### src/rtl/core/utf8_label_decoder_defines.svh
// assertion macros used by the label decoder back end
`ifndef UTF8_LABEL_DECODER_DEFINES_SVH
`define UTF8_LABEL_DECODER_DEFINES_SVH

// checked only out of reset
`define ULD_ASSERT(name, prop, msg) \
  name: assert property (@(posedge clk_i) disable iff (!rst_ni) prop) else $error(msg);

// checked at every edge, reset included
`define ULD_ASSERT_ALWAYS(name, prop, msg) \
  name: assert property (@(posedge clk_i) prop) else $error(msg);

`endif

### src/rtl/core/uld_pkg.sv
// types and constants of the label decoder
package uld_pkg;

  localparam int LabelSlots = 256;
  localparam int CntW       = $clog2(LabelSlots);
  localparam logic [CntW-1:0] CntMax = CntW'(LabelSlots - 1);

  localparam int FifoDepth = 2;
  localparam int FifoPtrW  = $clog2(FifoDepth);
  localparam int FifoCntW  = $clog2(FifoDepth + 1);

  localparam logic [7:0]  ByteOpen   = 8'h5B;
  localparam logic [7:0]  ByteClose  = 8'h5D;
  localparam logic [7:0]  ByteNoLead = 8'hFE;
  localparam logic [1:0]  ContTag    = 2'b10;
  localparam logic [15:0] DigitZero  = 16'd48;
  localparam logic [31:0] CodeAt     = 32'h0000_0040;
  localparam logic [31:0] FirstMask  = 32'h0000_0040;

  typedef enum logic [1:0] {
    KIND_CODE = 2'd0,
    KIND_END  = 2'd1,
    KIND_PICT = 2'd2,
    KIND_ERR  = 2'd3
  } kind_e;

  typedef struct packed {
    kind_e       kind;
    logic [31:0] code_point;
    logic [15:0] picture;
  } item_t;

endpackage

### src/rtl/core/uld_front.sv
// front end: bracket tracking, picture numbers and utf-8 assembly
module uld_front (
  input  logic           clk_i,
  input  logic           rst_ni,
  input  logic           accept_i,
  input  logic [7:0]     byte_i,
  output logic           wr_o,
  output uld_pkg::item_t item_o
);

  logic        in_br_q, in_br_d;
  logic [15:0] acc_q, acc_d;
  logic        exp_q, exp_d;
  logic [31:0] pv_q, pv_d;
  logic [31:0] lm_q, lm_d;

  logic [31:0] pv_n, lm_n, cp;
  logic        is_cont;

  always_comb begin
    in_br_d = in_br_q;
    acc_d   = acc_q;
    exp_d   = exp_q;
    pv_d    = pv_q;
    lm_d    = lm_q;
    wr_o    = 1'b0;
    item_o  = '{kind: uld_pkg::KIND_CODE, code_point: 32'd0, picture: 16'd0};
    is_cont = (byte_i[7:6] == uld_pkg::ContTag);
    pv_n    = 32'd0;
    lm_n    = 32'd0;
    cp      = 32'd0;
    if (in_br_q) begin
      if (byte_i == uld_pkg::ByteClose) begin
        wr_o           = 1'b1;
        item_o.kind    = uld_pkg::KIND_PICT;
        item_o.picture = acc_q;
        in_br_d        = 1'b0;
        acc_d          = 16'd0;
      end else begin
        acc_d = (acc_q << 3) + (acc_q << 1) + {8'd0, byte_i} - uld_pkg::DigitZero;
      end
    end else if (byte_i == uld_pkg::ByteOpen) begin
      in_br_d = 1'b1;
    end else if ((exp_q && !is_cont) ||
                 (!exp_q && (is_cont || byte_i >= uld_pkg::ByteNoLead))) begin
      wr_o              = 1'b1;
      item_o.kind       = uld_pkg::KIND_ERR;
      item_o.code_point = {24'd0, byte_i};
      exp_d             = 1'b0;
      pv_d              = 32'd0;
      lm_d              = 32'd0;
    end else begin
      if (exp_q) begin
        pv_n = (pv_q << 6) + {26'd0, byte_i[5:0]};
        lm_n = lm_q << 5;
      end else begin
        pv_n = {24'd0, byte_i};
        lm_n = byte_i[7] ? uld_pkg::FirstMask : 32'd0;
      end
      exp_d = |(pv_n & lm_n);
      cp    = pv_n & ((lm_n << 1) - 32'd1);
      pv_d  = exp_d ? pv_n : cp;
      lm_d  = lm_n;
      if (!exp_d) begin
        wr_o = 1'b1;
        if (cp == uld_pkg::CodeAt) begin
          item_o.kind = uld_pkg::KIND_END;
        end else begin
          item_o.code_point = cp;
        end
      end
    end
    if (!accept_i) begin
      wr_o = 1'b0;
    end
  end

  always_ff @(posedge clk_i or negedge rst_ni) begin
    if (!rst_ni) begin
      in_br_q <= 1'b0;
      acc_q   <= 16'd0;
      exp_q   <= 1'b0;
      pv_q    <= 32'd0;
      lm_q    <= 32'd0;
    end else if (accept_i) begin
      in_br_q <= in_br_d;
      acc_q   <= acc_d;
      exp_q   <= exp_d;
      pv_q    <= pv_d;
      lm_q    <= lm_d;
    end
  end

endmodule

### src/rtl/core/uld_fifo.sv
// short item queue between front and back
module uld_fifo (
  input  logic           clk_i,
  input  logic           rst_ni,
  input  logic           wr_i,
  input  uld_pkg::item_t wr_item_i,
  output logic           full_o,
  input  logic           rd_i,
  output uld_pkg::item_t rd_item_o,
  output logic           empty_o
);

  uld_pkg::item_t mem_q [uld_pkg::FifoDepth];

  logic [uld_pkg::FifoPtrW-1:0] wr_ptr_q, rd_ptr_q;
  logic [uld_pkg::FifoCntW-1:0] cnt_q;
  logic                         wr_en, rd_en;

  function automatic logic [uld_pkg::FifoPtrW-1:0] ptr_inc(
    input logic [uld_pkg::FifoPtrW-1:0] p
  );
    return (p == uld_pkg::FifoPtrW'(uld_pkg::FifoDepth - 1)) ? '0 : p + 1'b1;
  endfunction

  assign full_o    = (cnt_q == uld_pkg::FifoCntW'(uld_pkg::FifoDepth));
  assign empty_o   = (cnt_q == '0);
  assign wr_en     = wr_i && !full_o;
  assign rd_en     = rd_i && !empty_o;
  assign rd_item_o = mem_q[rd_ptr_q];

  always_ff @(posedge clk_i) begin
    if (wr_en) begin
      mem_q[wr_ptr_q] <= wr_item_i;
    end
  end

  always_ff @(posedge clk_i or negedge rst_ni) begin
    if (!rst_ni) begin
      wr_ptr_q <= '0;
      rd_ptr_q <= '0;
      cnt_q    <= '0;
    end else begin
      if (wr_en) begin
        wr_ptr_q <= ptr_inc(wr_ptr_q);
      end
      if (rd_en) begin
        rd_ptr_q <= ptr_inc(rd_ptr_q);
      end
      if (wr_en && !rd_en) begin
        cnt_q <= cnt_q + 1'b1;
      end else if (rd_en && !wr_en) begin
        cnt_q <= cnt_q - 1'b1;
      end
    end
  end

endmodule

### src/rtl/core/uld_back.sv
// back end: label slot counting and the output register
`include "utf8_label_decoder_defines.svh"

module uld_back (
  input  logic           clk_i,
  input  logic           rst_ni,
  input  logic           q_empty_i,
  input  uld_pkg::item_t q_item_i,
  output logic           q_rd_o,
  input  logic           pop_i,
  output logic           out_vld_o,
  output uld_pkg::item_t out_item_o
);

  logic                     out_vld_q, out_vld_d;
  uld_pkg::item_t           out_item_q;
  logic [uld_pkg::CntW-1:0] cnt_q, cnt_d;
  logic                     pop_ok, take, keep;

  assign pop_ok = pop_i && out_vld_q;
  assign take   = !q_empty_i && (!out_vld_q || pop_ok);
  assign q_rd_o = take;

  always_comb begin
    cnt_d     = cnt_q;
    keep      = 1'b1;
    out_vld_d = out_vld_q && !pop_ok;
    if (take) begin
      case (q_item_i.kind)
        uld_pkg::KIND_END: begin
          cnt_d = '0;
        end
        uld_pkg::KIND_CODE: begin
          if (cnt_q == uld_pkg::CntMax) begin
            keep = 1'b0;
          end else begin
            cnt_d = cnt_q + 1'b1;
          end
        end
        default: begin
          cnt_d = cnt_q;
        end
      endcase
      out_vld_d = keep;
    end
  end

  always_ff @(posedge clk_i) begin
    if (take) begin
      out_item_q <= q_item_i;
    end
  end

  always_ff @(posedge clk_i or negedge rst_ni) begin
    if (!rst_ni) begin
      out_vld_q <= 1'b0;
      cnt_q     <= '0;
    end else begin
      out_vld_q <= out_vld_d;
      cnt_q     <= cnt_d;
    end
  end

  assign out_vld_o  = out_vld_q;
  assign out_item_o = out_item_q;

  `ULD_ASSERT(a_end_clears, (take && q_item_i.kind == uld_pkg::KIND_END) |=> (cnt_q == '0), "end item did not clear count")
  `ULD_ASSERT(a_full_drop, (take && q_item_i.kind == uld_pkg::KIND_CODE && cnt_q == uld_pkg::CntMax) |=> (!out_vld_q && cnt_q == uld_pkg::CntMax), "full label did not drop item")
  `ULD_ASSERT_ALWAYS(a_pop_drains, (rst_ni && pop_ok && !take) |=> !out_vld_q, "taken item still shown")

endmodule

### src/rtl/core/utf8_label_decoder.sv
// top level of the utf-8 label decoder
//
//   channel   handshake            payload
//   input     push / full          byte_in_i
//   result    empty / pop          kind_o, code_point_o, picture_number_o
//
// one byte per cycle is taken while the two-entry queue has room.
// a result is queued, then registered. the back end drains one queued item
// per cycle unless empty and pop are low; dropped code points use that slot.
// full rises only while pop is held low long enough to fill the queue.
// reset clears all decoder state, the label count and the queue.
module utf8_label_decoder (
  input  logic        clk_i,
  input  logic        rst_ni,
  input  logic        push,
  output logic        full,
  input  logic [7:0]  byte_in_i,
  output logic        empty,
  input  logic        pop,
  output logic [1:0]  kind_o,
  output logic [31:0] code_point_o,
  output logic [15:0] picture_number_o
);

  logic           accept, fe_wr, q_empty, q_rd, out_vld;
  uld_pkg::item_t fe_item, q_item, out_item;

  assign accept = push && !full;

  uld_front u_front (
    .clk_i    (clk_i),
    .rst_ni   (rst_ni),
    .accept_i (accept),
    .byte_i   (byte_in_i),
    .wr_o     (fe_wr),
    .item_o   (fe_item)
  );

  uld_fifo u_fifo (
    .clk_i     (clk_i),
    .rst_ni    (rst_ni),
    .wr_i      (fe_wr),
    .wr_item_i (fe_item),
    .full_o    (full),
    .rd_i      (q_rd),
    .rd_item_o (q_item),
    .empty_o   (q_empty)
  );

  uld_back u_back (
    .clk_i      (clk_i),
    .rst_ni     (rst_ni),
    .q_empty_i  (q_empty),
    .q_item_i   (q_item),
    .q_rd_o     (q_rd),
    .pop_i      (pop),
    .out_vld_o  (out_vld),
    .out_item_o (out_item)
  );

  assign empty            = !out_vld;
  assign kind_o           = out_item.kind;
  assign code_point_o     = out_item.code_point;
  assign picture_number_o = out_item.picture;

endmodule
### config.mk
export PLATFORM = sky130hd
export DESIGN_NAME = utf8_label_decoder
export DESIGN_NICKNAME = d
export VERILOG_FILES = /design/src/rtl/core/uld_pkg.sv /design/src/rtl/core/uld_front.sv /design/src/rtl/core/uld_fifo.sv /design/src/rtl/core/uld_back.sv /design/src/rtl/core/utf8_label_decoder.sv
export VERILOG_INCLUDE_DIRS = /design/src /design/src/rtl/core
export SDC_FILE = /design/constraint.sdc
export NUM_CORES = 1
export LEC_CHECK = 0
export ABC_CLOCK_PERIOD_IN_PS = 4500
export BUFFER_PORTS_ARGS = -buffer_cell sky130_fd_sc_hd__buf_2
export CAP_MARGIN = 20
export CORE_MARGIN = 2
export CORE_UTILIZATION = 55
export DETAILED_ROUTE_END_ITERATION = 16
export GPL_ROUTABILITY_DRIVEN = 0
export PLACE_DENSITY = 0.74
export SYNTH_ARGS = -nofsm -noshare
export SYNTH_HDL_FRONTEND = slang
export SYNTH_SLANG_ARGS = --single-unit
export TNS_END_PERCENT = 5
### constraint.sdc
create_clock -name clk_i -period 4.5 [get_ports clk_i]
set_clock_uncertainty 0.15 [all_clocks]
set_input_delay 0.675 -clock clk_i [delete_from_list [all_inputs] [get_ports clk_i]]
set_output_delay 0.675 -clock clk_i [all_outputs]
set_load 0.02 [all_outputs]
==> out/qor.csv <==
metric,value,unit
switchingPower,2.42,mW
p_sw_share,33.6,%
cts-root-buf,clkbuf_16,
postCtsSetupBuffers,0,
irDropWorstVdd,0.000413,V
leakagePower,4.42,nW
cts_tree,yes,
synth.largest_area_cell,edfxtp_1,
core,17100,µm²
critPathSlowestCell,dfrtp_1,
register_area,6060,µm²
chipWidth,136,µm
grt_antenna_before_repair,1,
crit_type,flip-flop to flip-flop,
synth.avg_cell_area,13.2,µm²
first_pass_iters,5,
grt_max_degree,51,
outcome,finished clean,
worstSkewPairLatency,0.49,ns
place_ws,0.686,ns
synth_cell_types,65,
synth_area_leaders,"edfxtp_1 (47%), dfrtp_1 (16%), mux2_2 (5.9%)",
fin_setup_tns,0,ns
vias_per_cell,5.75,
drtIter0Drc,413,
grt_overflow,0,
cp_top_family,compound AO/OA/AOI/OAI gates,
yosysTopAreaCellShare,47.1,%
cpMostUsedCell,xor2_1,
grt_pass1_vias,5970,
ys_seq_area_share,63.4,%
htreeDepth,1,
setup_ws,1.04,ns
fin_crit,3.46,ns
nets,846,
maxCapViolations,0,
crit_chain,and3b_1 -> a21oi_1 -> buf_4 -> o21a_1 -> o21ai_1 -> inv_1 -> ha_1 -> xor2_1 -> nor2_1 -> xor2_1,
use_met2,35.2,%
comb_power_share,31.8,%
cts_buffers,22,
ys_async_sr_fraction,29.2,%
path_depth,10,
die_h,136,µm
path_buf_inv,2,
grt_pass1_wl,30.7,mm
cts_buffer_depth,3,
critPathArrivalTime,3.72,ns
synth-seq-cells,212,
rsz0062_at_grt,no,
power_density,661,nW/µm²
syn_area,9550,µm²
synth_edf_count,150,
drive_gt1_share,21.3,%
synth-main-ff-cell,edfxtp_1,
diodes,0,
relSlewSlack,31.8,%
gr-usage-met3,3.78,%
cp.required,4.76,ns
netlist_instances,724,
min-delay-path-class,input port to async pin,
areaGrowthSynthToFinish,13.8,%
grtUsageMet1,28.7,%
grt_usage,21.1,%
die_area,18400,µm²
pwr-share-seq,43.2,%
final_area,10900,µm²
cts_resized,0,
cts.sinks,212,
setup-violations-final,0,
drt_wl_total,18.8,mm
dpl_cell_area,10100,µm²
multi_input_comb_area,3170,µm²
io_buffers,63,
cp_max_fo,17,
finalPower,7.18,mW
period_share,76.9,%
tightest_slew,1.02,ns
start_util,55.8,%
clkTransAtPathRegs,0.06,ns
rows,48,
yosys_warnings,0,
critPathCaptureType,flip-flop,
start_kind,flip-flop,
fmax,289,MHz
p_int,4.77,mW
boundaryPins,64,
drc_errors,0,
yosysMostFrequentCell,edfxtp_1,
dr_total_vias,5937,
hpwl,12.6,mm
postRouteAntennaNets,0,
power_frac_clock,25.0,%
wl_per_cell,18.3,µm
r2r_cells,10,
fillCellCount,1282,
slowest_delay,0.67,ns
busiest_layer,met2,
synth_nets,779,
hold_buffers,0,
synth_commonest_cells,"edfxtp_1 (150), dfrtp_1 (62), nand2_1 (61), inv_1 (58), mux2_2 (50)",
drv_slew,0,
hold_violations,0,
-- cells in the final DEF, fill, tap and decap left out, drive strengths merged, types with 5 or more instances in the layout --
cell type  netlist  layout
a31oi            5       5
nand2           62      62
xnor2           11      11
o211ai           5       5
nor4             6       6
buf              8      72
inv             58      59
edfxtp         150     150
and2            14      14
a21oi           12      12
fa               6       6
a22o             6       6
mux2            50      50
o21ai           37      37
or3              5       5
o31ai           14      14
ha              37      37
dfrtp           62      62
nor3             7       7
clkbuf          21      29
and3b            6       6
o21a             6       6
nor2            26      26
clkinv           0       6
nand3           26      26
and3            21      21
nand2b           5       5
xor2             5       5
-- metal layers --
layer	up-vias	wire length (µm)
li1	2783	-
met1	2912	8110
met2	211	9070
met3	29	1240
met4	2	399
met5	-	13
-- worst register-to-register path, stage by stage (launching register included) --
cell,delay (ns)
dfrtp_1,0.67
and3b_1,0.63
a21oi_1,0.08
buf_4,0.21
o21a_1,0.30
o21ai_1,0.54
inv_1,0.14
ha_1,0.24
xor2_1,0.15
nor2_1,0.12
xor2_1,0.15
-- sequential cells by signal (all words and copies together), names as in the netlist, 2 cells and up --
| name | flops |
|---|---|
| u_front.lm_q | 5 |
| u_front.acc_q | 16 |
| u_fifo.mem_q | 100 |
| u_front.pv_q | 26 |
| u_back.cnt_q | 8 |
| u_back.out_item_o | 50 |
| u_fifo.cnt_q | 2 |
-- worst paths after layout --
| check | start | endpoint | slack (ns) |
|---|---|---|---|
| setup / recovery | u_front.exp_q$_DFFE_PN0P_ | u_fifo.cnt_q[1]$_DFFE_PN0P_ | 1.04 |
| hold / removal | rst_ni | u_front.acc_q[11]$_DFFE_PN0P_ | 0.04 |
| setup reg to reg | u_front.exp_q$_DFFE_PN0P_ | u_fifo.cnt_q[1]$_DFFE_PN0P_ | 1.04 |
| hold reg to reg | u_front.pv_q[21]$_DFFE_PN0P_ | u_front.pv_q[21]$_DFFE_PN0P_ | 0.33 |
| max in group asynchronous | rst_ni | u_fifo.rd_ptr_q$_DFFE_PN0P_ | 3.21 |
| min in group clk_i | u_front.pv_q[21]$_DFFE_PN0P_ | u_front.pv_q[21]$_DFFE_PN0P_ | 0.33 |
-- cells by family after synthesis --
group,after synthesis,synth area share (%)
AOI/OAI and AO/OA,115,8.25
xor gates and xnor gates,16,1.47
adders and majority gates,43,6.10
buffers and inverters,87,3.63
DFF,212,63.4
muxes,52,6.10
and+or+nand+nor,199,11.1
-- area by class of cell --
class	instances	share of cell area (%)
sequential	212	55.7
inverter	58	2.00
clock buffer	29	5.59
tap	225	2.59
multi-input combinational	425	29.1
clock inverter	11	1.09
timing repair buffer	72	3.87
-- power groups by stage --
stage	sequential, mW	clock, mW	combinational [mW]
floorplan	3.36	0	1.36
global placement	3.11	0	2.19
detailed placement	3.15	0	2.26
CTS	3.12	1.83	2.27
global route	3.17	1.90	2.51
finish	3.10	1.79	2.28
-- through the flow --
stage	util (%)	hold slack (ns)	std cells
2_1_floorplan	-	0.229	724
3_3_place_gp	59.1	0.301	991
3_5_place_dp	59.1	0.311	991
4_1_cts	63.4	0.0613	1031
5_1_grt	63.5	0.0932	1032
6_report	63.5	0.0438	1032
(Power assumes the default switching activity.)
